--- src/rtl/rhc_pkg.sv ---
`timescale 1ns / 1ps

package rhc_pkg;

  // Default channel width
  localparam int CHANNEL_BITS_DEF = 8;

  // Hue is carried in sixteenths of a degree
  localparam int HUE_BITS = 13;
  // Quotient of 960 * diff / delta is at most 960
  localparam int HUE_QUOT_BITS = 10;
  // 960 = 1024 - 64
  localparam int HUE_SCALE_SHL_HI = 10;
  localparam int HUE_SCALE_SHL_LO = 6;

  localparam logic [HUE_BITS-1:0] HUE_RED_OFS   = 13'd0;
  localparam logic [HUE_BITS-1:0] HUE_GREEN_OFS = 13'd1920;
  localparam logic [HUE_BITS-1:0] HUE_BLUE_OFS  = 13'd3840;
  localparam logic [HUE_BITS-1:0] HUE_FULL      = 13'd5760;

  // Which channel holds the maximum (ties go red, then green)
  typedef enum logic [1:0] {
    SEC_RED,
    SEC_GREEN,
    SEC_BLUE
  } sector_t;

  // Per-pixel side information carried alongside the dividers
  typedef struct packed {
    logic    achrom;
    sector_t sector;
    logic    neg;
  } hue_tag_t;

endpackage

--- src/rtl/rhc_classify.sv ---
`timescale 1ns / 1ps

module rhc_classify
  import rhc_pkg::*;
#(
  parameter int CHANNEL_BITS = CHANNEL_BITS_DEF
) (
  input  logic [CHANNEL_BITS-1:0] red,
  input  logic [CHANNEL_BITS-1:0] green,
  input  logic [CHANNEL_BITS-1:0] blue,
  output logic [CHANNEL_BITS-1:0] value,
  output logic [CHANNEL_BITS-1:0] delta,
  output logic [CHANNEL_BITS-1:0] abs_diff,
  output hue_tag_t                tag
);

  logic [CHANNEL_BITS-1:0] lo;
  logic [CHANNEL_BITS-1:0] dif_a;
  logic [CHANNEL_BITS-1:0] dif_b;
  logic                    neg;
  sector_t                 sector;

  // Pick the max channel and the pair whose difference sets the hue
  always_comb begin
    if (red >= green && red >= blue) begin
      sector = SEC_RED;
      value  = red;
      dif_a  = green;
      dif_b  = blue;
    end else if (green >= blue) begin
      sector = SEC_GREEN;
      value  = green;
      dif_a  = blue;
      dif_b  = red;
    end else begin
      sector = SEC_BLUE;
      value  = blue;
      dif_a  = red;
      dif_b  = green;
    end
  end

  // Min channel
  always_comb begin
    lo = red;
    if (green < lo) lo = green;
    if (blue < lo) lo = blue;
  end

  assign delta    = value - lo;
  assign neg      = (dif_a < dif_b);
  assign abs_diff = neg ? (dif_b - dif_a) : (dif_a - dif_b);
  // achrom, sector, neg
  assign tag      = {(delta == '0), sector, neg};

endmodule

--- src/rtl/rhc_divider.sv ---
`timescale 1ns / 1ps

// Restoring divider, one quotient bit per register stage.
// The caller guarantees num_i < (den_i << QUOT_BITS).
module rhc_divider
  import rhc_pkg::*;
#(
  parameter int DEN_BITS  = CHANNEL_BITS_DEF,
  parameter int QUOT_BITS = HUE_QUOT_BITS
) (
  input  logic                          clk,
  input  logic                          adv,
  input  logic [DEN_BITS+QUOT_BITS-1:0] num_i,
  input  logic [DEN_BITS-1:0]           den_i,
  output logic [QUOT_BITS-1:0]          quot_o
);

  localparam int NUM_BITS = DEN_BITS + QUOT_BITS;

  logic [DEN_BITS-1:0]  rem_r [QUOT_BITS];
  logic [DEN_BITS-1:0]  den_r [QUOT_BITS];
  logic [QUOT_BITS-1:0] low_r [QUOT_BITS];
  logic [QUOT_BITS-1:0] quo_r [QUOT_BITS];

  for (genvar k = 0; k < QUOT_BITS; k++) begin : g_step
    logic [DEN_BITS-1:0]  rem_in;
    logic [DEN_BITS-1:0]  den_in;
    logic [QUOT_BITS-1:0] low_in;
    logic [QUOT_BITS-1:0] quo_in;
    logic [DEN_BITS:0]    trial;
    logic [DEN_BITS:0]    diff;
    logic                 take;

    if (k == 0) begin : g_first
      assign rem_in = num_i[NUM_BITS-1:QUOT_BITS];
      assign low_in = num_i[QUOT_BITS-1:0];
      assign den_in = den_i;
      assign quo_in = '0;
    end else begin : g_next
      assign rem_in = rem_r[k-1];
      assign low_in = low_r[k-1];
      assign den_in = den_r[k-1];
      assign quo_in = quo_r[k-1];
    end

    // Shift in the next numerator bit and try a subtract
    assign trial = {rem_in, low_in[QUOT_BITS-1]};
    assign diff  = trial - {1'b0, den_in};
    assign take  = (trial >= {1'b0, den_in});

    always_ff @(posedge clk) begin
      if (adv) begin
        rem_r[k] <= take ? diff[DEN_BITS-1:0] : trial[DEN_BITS-1:0];
        den_r[k] <= den_in;
        low_r[k] <= low_in << 1;
        quo_r[k] <= (quo_in << 1) | QUOT_BITS'(take);
      end
    end
  end

  assign quot_o = quo_r[QUOT_BITS-1];

endmodule

--- src/rtl/rgb_to_hsv_converter.sv ---
`timescale 1ns / 1ps

// RGB to HSV pixel converter.
// Input channel: in_red/in_green/in_blue with in_valid; a transfer happens on
// a rising edge with in_valid high and in_stall low. Result channel: out_hue
// (1/16 degree, 0..5759), out_saturation (full scale = fully saturated),
// out_value (largest channel) and out_achromatic, with out_valid/out_stall.
// Throughput: one pixel per cycle while no result is stalled. Depth is set
// by the two restoring dividers (hue and saturation) that retire one quotient
// bit per stage, across DIV_STAGES = max(CHANNEL_BITS, 10) stages.
// Reset (rst_n low, synchronous) clears every valid bit; nothing else holds
// state between pixels. When the receiver stalls a valid result, the whole
// pipeline freezes and in_stall goes high in the same cycle; payloads hold
// and nothing is lost or repeated.
module rgb_to_hsv_converter
  import rhc_pkg::*;
#(
  parameter int CHANNEL_BITS = CHANNEL_BITS_DEF
) (
  input  logic                    clk,
  input  logic                    rst_n,
  input  logic                    in_valid,
  output logic                    in_stall,
  input  logic [CHANNEL_BITS-1:0] in_red,
  input  logic [CHANNEL_BITS-1:0] in_green,
  input  logic [CHANNEL_BITS-1:0] in_blue,
  output logic                    out_valid,
  input  logic                    out_stall,
  output logic [HUE_BITS-1:0]     out_hue,
  output logic [CHANNEL_BITS-1:0] out_saturation,
  output logic [CHANNEL_BITS-1:0] out_value,
  output logic                    out_achromatic
);

  localparam int DIV_STAGES = (CHANNEL_BITS > HUE_QUOT_BITS) ? CHANNEL_BITS : HUE_QUOT_BITS;
  localparam int NUM_BITS   = CHANNEL_BITS + DIV_STAGES;

  logic adv;

  // Stage 1: captured pixel
  logic                    s1_valid_r;
  logic [CHANNEL_BITS-1:0] s1_red_r;
  logic [CHANNEL_BITS-1:0] s1_green_r;
  logic [CHANNEL_BITS-1:0] s1_blue_r;

  // Stage 2: extrema and hue pair
  logic [CHANNEL_BITS-1:0] cls_value;
  logic [CHANNEL_BITS-1:0] cls_delta;
  logic [CHANNEL_BITS-1:0] cls_abs_diff;
  hue_tag_t                cls_tag;
  logic                    s2_valid_r;
  logic [CHANNEL_BITS-1:0] s2_value_r;
  logic [CHANNEL_BITS-1:0] s2_delta_r;
  logic [CHANNEL_BITS-1:0] s2_abs_diff_r;
  hue_tag_t                s2_tag_r;

  // Stage 3: divider operands
  logic [NUM_BITS-1:0]     sat_num_nxt;
  logic [NUM_BITS-1:0]     hue_num_nxt;
  logic                    s3_valid_r;
  logic [CHANNEL_BITS-1:0] s3_value_r;
  logic [CHANNEL_BITS-1:0] s3_delta_r;
  logic [NUM_BITS-1:0]     s3_sat_num_r;
  logic [NUM_BITS-1:0]     s3_hue_num_r;
  hue_tag_t                s3_tag_r;

  // Side line running beside the dividers
  logic                    ln_valid_r [DIV_STAGES];
  logic [CHANNEL_BITS-1:0] ln_value_r [DIV_STAGES];
  hue_tag_t                ln_tag_r   [DIV_STAGES];

  logic [DIV_STAGES-1:0]   hue_quot;
  logic [DIV_STAGES-1:0]   sat_quot;

  // Output register
  logic [HUE_BITS-1:0]     hue_q;
  logic [HUE_BITS-1:0]     hue_base;
  logic [HUE_BITS-1:0]     hue_nxt;
  hue_tag_t                tail_tag;
  logic                    out_valid_r;
  logic [HUE_BITS-1:0]     out_hue_r;
  logic [CHANNEL_BITS-1:0] out_sat_r;
  logic [CHANNEL_BITS-1:0] out_value_r;
  logic                    out_achrom_r;

  // Whole pipeline moves unless a held result is being stalled
  assign adv      = !out_valid_r || !out_stall;
  assign in_stall = !adv;

  // Stage 1
  always_ff @(posedge clk) begin
    if (!rst_n) begin
      s1_valid_r <= 1'b0;
    end else if (adv) begin
      s1_valid_r <= in_valid;
    end
  end

  always_ff @(posedge clk) begin
    if (adv) begin
      s1_red_r   <= in_red;
      s1_green_r <= in_green;
      s1_blue_r  <= in_blue;
    end
  end

  // Stage 2
  rhc_classify #(
    .CHANNEL_BITS(CHANNEL_BITS)
  ) u_classify (
    .red     (s1_red_r),
    .green   (s1_green_r),
    .blue    (s1_blue_r),
    .value   (cls_value),
    .delta   (cls_delta),
    .abs_diff(cls_abs_diff),
    .tag     (cls_tag)
  );

  always_ff @(posedge clk) begin
    if (!rst_n) begin
      s2_valid_r <= 1'b0;
    end else if (adv) begin
      s2_valid_r <= s1_valid_r;
    end
  end

  always_ff @(posedge clk) begin
    if (adv) begin
      s2_value_r    <= cls_value;
      s2_delta_r    <= cls_delta;
      s2_abs_diff_r <= cls_abs_diff;
      s2_tag_r      <= cls_tag;
    end
  end

  // Stage 3: full_scale * delta and 960 * diff by shift and subtract
  assign sat_num_nxt = (NUM_BITS'(s2_delta_r) << CHANNEL_BITS) - NUM_BITS'(s2_delta_r);
  assign hue_num_nxt = (NUM_BITS'(s2_abs_diff_r) << HUE_SCALE_SHL_HI)
                     - (NUM_BITS'(s2_abs_diff_r) << HUE_SCALE_SHL_LO);

  always_ff @(posedge clk) begin
    if (!rst_n) begin
      s3_valid_r <= 1'b0;
    end else if (adv) begin
      s3_valid_r <= s2_valid_r;
    end
  end

  always_ff @(posedge clk) begin
    if (adv) begin
      s3_value_r   <= s2_value_r;
      s3_delta_r   <= s2_delta_r;
      s3_sat_num_r <= sat_num_nxt;
      s3_hue_num_r <= hue_num_nxt;
      s3_tag_r     <= s2_tag_r;
    end
  end

  // Dividers, run in lockstep
  rhc_divider #(
    .DEN_BITS (CHANNEL_BITS),
    .QUOT_BITS(DIV_STAGES)
  ) u_hue_div (
    .clk   (clk),
    .adv   (adv),
    .num_i (s3_hue_num_r),
    .den_i (s3_delta_r),
    .quot_o(hue_quot)
  );

  rhc_divider #(
    .DEN_BITS (CHANNEL_BITS),
    .QUOT_BITS(DIV_STAGES)
  ) u_sat_div (
    .clk   (clk),
    .adv   (adv),
    .num_i (s3_sat_num_r),
    .den_i (s3_value_r),
    .quot_o(sat_quot)
  );

  // Side line
  for (genvar k = 0; k < DIV_STAGES; k++) begin : g_line
    always_ff @(posedge clk) begin
      if (!rst_n) begin
        ln_valid_r[k] <= 1'b0;
      end else if (adv) begin
        ln_valid_r[k] <= (k == 0) ? s3_valid_r : ln_valid_r[(k == 0) ? 0 : k-1];
      end
    end

    always_ff @(posedge clk) begin
      if (adv) begin
        ln_value_r[k] <= (k == 0) ? s3_value_r : ln_value_r[(k == 0) ? 0 : k-1];
        ln_tag_r[k]   <= (k == 0) ? s3_tag_r : ln_tag_r[(k == 0) ? 0 : k-1];
      end
    end
  end

  // Hue assembly: sector offset plus or minus the quotient, wrapped
  assign tail_tag = ln_tag_r[DIV_STAGES-1];
  assign hue_q    = HUE_BITS'(hue_quot[HUE_QUOT_BITS-1:0]);

  always_comb begin
    case (tail_tag.sector)
      SEC_GREEN: hue_base = HUE_GREEN_OFS;
      SEC_BLUE:  hue_base = HUE_BLUE_OFS;
      default: begin
        // red with a negative nonzero term wraps around the circle
        hue_base = (tail_tag.neg && hue_q != '0) ? HUE_FULL : HUE_RED_OFS;
      end
    endcase
    hue_nxt = tail_tag.neg ? (hue_base - hue_q) : (hue_base + hue_q);
  end

  always_ff @(posedge clk) begin
    if (!rst_n) begin
      out_valid_r <= 1'b0;
    end else if (adv) begin
      out_valid_r <= ln_valid_r[DIV_STAGES-1];
    end
  end

  always_ff @(posedge clk) begin
    if (adv) begin
      out_hue_r    <= tail_tag.achrom ? '0 : hue_nxt;
      out_sat_r    <= tail_tag.achrom ? '0 : sat_quot[CHANNEL_BITS-1:0];
      out_value_r  <= ln_value_r[DIV_STAGES-1];
      out_achrom_r <= tail_tag.achrom;
    end
  end

  assign out_valid      = out_valid_r;
  assign out_hue        = out_hue_r;
  assign out_saturation = out_sat_r;
  assign out_value      = out_value_r;
  assign out_achromatic = out_achrom_r;

endmodule

--- config.mk ---
export PLATFORM = sky130hd
export DESIGN_NAME = rgb_to_hsv_converter
export DESIGN_NICKNAME = d
export VERILOG_FILES = /design/src/rtl/rhc_pkg.sv /design/src/rtl/rhc_classify.sv /design/src/rtl/rhc_divider.sv /design/src/rtl/rgb_to_hsv_converter.sv
export SDC_FILE = /design/constraint.sdc
export NUM_CORES = 1
export LEC_CHECK = 0
export BUFFER_PORTS_ARGS = -buffer_cell sky130_fd_sc_hd__buf_4
export CORE_ASPECT_RATIO = 1.5
export CORE_UTILIZATION = 31
export CTS_BUF_LIST = sky130_fd_sc_hd__clkbuf_4
export DETAILED_ROUTE_END_ITERATION = 10
export GPL_TIMING_DRIVEN = 0
export PLACE_DENSITY_LB_ADDON = 0.1
export SYNTH_ARGS = -nofsm -noshare
export SYNTH_HDL_FRONTEND = slang
export SYNTH_SLANG_ARGS = --single-unit
export TNS_END_PERCENT = 30
--- constraint.sdc ---
create_clock -name clk -period 28.3 [get_ports clk]
set_clock_uncertainty 0.05 [all_clocks]
set_input_delay 5.66 -clock clk [delete_from_list [all_inputs] [get_ports clk]]
set_output_delay 5.66 -clock clk [all_outputs]
set_load 0.02 [all_outputs]
==> results.sh <==
export IMPL_cp_start_kind="primary input"
export IMPL_viasPerCell=4.59
export IMPL_finalHoldViolations=0
export IMPL_leakage_nw=14.8
export IMPL_synth_cells=2290
export IMPL_cap_violations=0
export IMPL_crit_required_ps=22590
export IMPL_drv_slew=0
export IMPL_cp_slowest_stage_delay_ps=190
export IMPL_power_switching_mw=1.54
export IMPL_clk_pin_slew_ps=70
export IMPL_status="finished clean"
export IMPL_cts_tree="done"
export IMPL_worstSetupEndpointType="primary output"
export IMPL_synth_cell_types=68
export IMPL_synth_flop_cell="edfxtp_1"
export IMPL_drt_iter0_markers=633
export IMPL_min_delay_path_class="reg2reg"
export IMPL_grt_util_met1_pct=9.18
export IMPL_areaGrowthSynthToFinish_pct=14.9
export IMPL_antenna_found_initial=2
export IMPL_fp_row_count=141
export IMPL_drc_errors=0
export IMPL_synth_edf_count=608
export IMPL_yosysSeqAreaShare_pct=59.8
export IMPL_antenna_left=0
export IMPL_combPwrFrac_pct=42.9
export IMPL_powerDensity_nw_per_um2=127
export IMPL_placed_cells=3647
export IMPL_grt_setup_unrepaired="false"
export IMPL_path_buf_inv=3
export IMPL_hold_buffers=0
export IMPL_period_share_pct=42.3
export IMPL_die_area_um2=100000
export IMPL_top_usage_layer="met2"
export IMPL_finalCriticalPeriod_ps=11960
export IMPL_gp_congestion=0.824
export IMPL_start_util_pct=31.2
export IMPL_ir_drop_mv=0.0390
export IMPL_root_buffer="clkbuf_4"
export IMPL_intPower_mw=2.94
export IMPL_startpoint="out_stall"
export IMPL_regArea_um2=18400
export IMPL_grt_overflow_total=0
export IMPL_switching_share_pct=34.4
export IMPL_io_buffers=59
export IMPL_cts_sinks=613
export IMPL_cpMaxStageDelayCell="buf_4"
export IMPL_post_route_cell_area_um2=35300
export IMPL_die_w_um=259
export IMPL_worstSetupPathType="in2out"
export IMPL_finalSetupTns_ps=0
export IMPL_cp_arrival_ps=6250
export IMPL_tightest_slew_ps=776
export IMPL_hpwl_um=41600
export IMPL_routedWlPerCell_um=14.5
export IMPL_routed_wl_um=57300
export IMPL_seqPwrFrac_pct=38.6
export IMPL_drive_gt1_share_pct=17.6
export IMPL_dpl_cell_area_um2=33000
export IMPL_core_area_um2=98300
export IMPL_setup_viol=0
export IMPL_yosysWarnings=0
export IMPL_cpMostUsedCell="buf_4"
export IMPL_grt_pass1_wl_um=92500
export IMPL_firstDrtPassIters=6
export IMPL_grt_pass1_vias=19400
export IMPL_vias=18100
export IMPL_post_route_util_pct=35.9
export IMPL_cp_max_fo=7
export IMPL_relSlewSlack_pct=48.1
export IMPL_fillCellCount=9551
export IMPL_ioPinCount=60
export IMPL_synth_seq_cells=613
export IMPL_cts_inserted_buffers=161
export IMPL_synth_area_per_cell_um2=13.4
export IMPL_syn_cell_area_um2=30700
export IMPL_htreeDepth=4
export IMPL_met2_usage_pct=23.5
export IMPL_multiInputGateArea_um2=11200
export IMPL_power_share_clock_pct=18.5
export IMPL_crit_chain="buf_4 > nand2_1 > inv_1 > buf_4"
export IMPL_reg2reg_from="s1_green_r[2]"
export IMPL_fmax_mhz=83.6
export IMPL_async_flop_share_pct=0
export IMPL_grtUsageMet3_pct=3.44
export IMPL_clk_latency_ps=1000
export IMPL_worst_path_dominant_cell_family="buffers and inverters"
export IMPL_nNetsFinal=2801
export IMPL_synth_nets=2568
export IMPL_clockBufferDepth=3
export IMPL_ctsResizeCount=0
export IMPL_grt_max_degree=70
export IMPL_track_usage_pct=11.7
export IMPL_cts_setup_buffers=0
export IMPL_min_from="u_hue_div.quo_r[6][1]"
export IMPL_timing_hold_ws_ps=343
export IMPL_die_height_um=387
export IMPL_stdcell_count=3943
[synth_stat cells (all sizes together), types with 3 or more instances]
cell,count,share of area [%]
mux2,96,3.5
and3,13,0.27
clkinv,5,0.061
nor4,6,0.12
buf,10,0.16
nor2,141,1.7
o21ai,123,2.0
o31ai,5,0.12
a31o,3,0.086
a21boi,41,1.0
a21o,58,1.4
o311ai,3,0.11
o21a,11,0.27
mux2i,84,2.7
and2,5,0.10
or3,18,0.37
xor2,27,0.77
o211a,7,0.23
a21oi,74,1.2
o31a,17,0.49
nor2b,52,1.1
xnor2,68,1.9
nand4,35,0.73
a31oi,10,0.20
nor3b,18,0.44
fa,21,1.4
nor3,23,0.38
nand3,9,0.15
o21bai,16,0.39
edfxtp,608,59
nand2b,26,0.53
clkbuf,15,0.18
a211oi,11,0.27
ha,229,9.3
o41ai,13,1.2
or2,14,0.29
inv,278,3.4
nand2,65,0.79
dfxtp,5,0.33
[metrics by stage]
step                      total power, mW  setup slack, ps
after floorplan                      3.20             4660
after global placement               3.65            -2850
after detailed placement             3.70            16350
after CTS                            4.58            16340
after global routing                 4.85            16260
final                                4.48            16340
[routing by layer]
metal / wire length, um / up-vias
li1: - / 8975
met4: 3300 / 0
met5: 0 / -
met1: 18400 / 8576
met3: 2400 / 194
met2: 33200 / 334
[cells in the final DEF (no fill, tap or decap), types with 17 or more instances in the layout]
cell      Yosys  layout
ha_1        229     229
nor2b_1      52      52
nand2_1      65      65
xnor2_1      68      68
xor2_1       27      27
a21o_1       58      58
o21ai_0     122     122
nand2b_1     26      26
mux2i_1      84      84
nor3b_1      18      18
clkinv_1      5      34
o31a_1       17      17
inv_1       278     278
edfxtp_1    608     608
nand4_1      34      34
a21oi_1      73      73
mux2_2       95      95
nor3_1       23      23
clkbuf_4      0     239
fa_1         21      21
a21boi_0     39      39
or3_1        18      18
nor2_1      141     141
buf_4         0      59
[power by group through the flow]
| stage | combinational [mW] | clock (mW) | sequential [mW] |
|---|---|---|---|
| floorplan | 1.50 | 0 | 1.70 |
| global placement | 1.90 | 0 | 1.75 |
| detailed placement | 1.94 | 0 | 1.75 |
| CTS | 1.96 | 0.879 | 1.74 |
| global route | 2.16 | 0.918 | 1.77 |
| finish | 1.92 | 0.829 | 1.73 |
[sequential cells by signal, summed over array words and instances, names as in the netlist, 6 cells and up]
register,count
u_sat_div.den_r,40
s2_value_r,8
s3_hue_num_r,12
s1_blue_r,8
u_hue_div.low_r,6
s1_green_r,8
s3_value_r,8
s3_sat_num_r,16
u_sat_div.quo_r,36
out_hue,13
s3_delta_r,8
u_hue_div.den_r,72
out_value,8
s1_red_r,8
u_hue_div.quo_r,55
u_sat_div.rem_r,72
u_hue_div.rem_r,72
u_sat_div.low_r,36
ln_tag_r,40
ln_value_r,40
out_saturation,8
s2_abs_diff_r,8
s2_delta_r,8
ln_valid_r,10
[path summary, 6_finish.rpt]
path | to | slack [ps] | cells after the start
setup reg to reg | s2_tag_r[3] | 21520 | 22
hold / removal | u_hue_div.quo_r[7][2] | 340 | 0
hold reg to reg | u_hue_div.quo_r[7][2] | 340 | 0
setup / recovery | in_stall | 16340 | 4
[final cells by class]
class / instances / area share, %
Multi-Input combinational cell: 1369 / 31.6
Buffer: 25 / 0.312
Antenna cell: 6 / 0.0426
Tap cell: 1287 / 4.57
Clock inverter: 52 / 1.24
Clock buffer: 238 / 5.07
Sequential cell: 613 / 52.0
Inverter: 283 / 3.01
Timing Repair Buffer: 70 / 2.07
[cell families after synthesis]
family	after synthesis	share of synthesized area, %
AOI/OAI and AO/OA	410	9.51
muxes	180	6.27
buffers and inverters	308	3.81
adders and majority gates	250	10.7
and+or+nand+nor	433	7.16
other	1	0.0122
xor gates and xnor gates	95	2.71
DFF	613	59.8
Power figures use the tool's default switching activity.
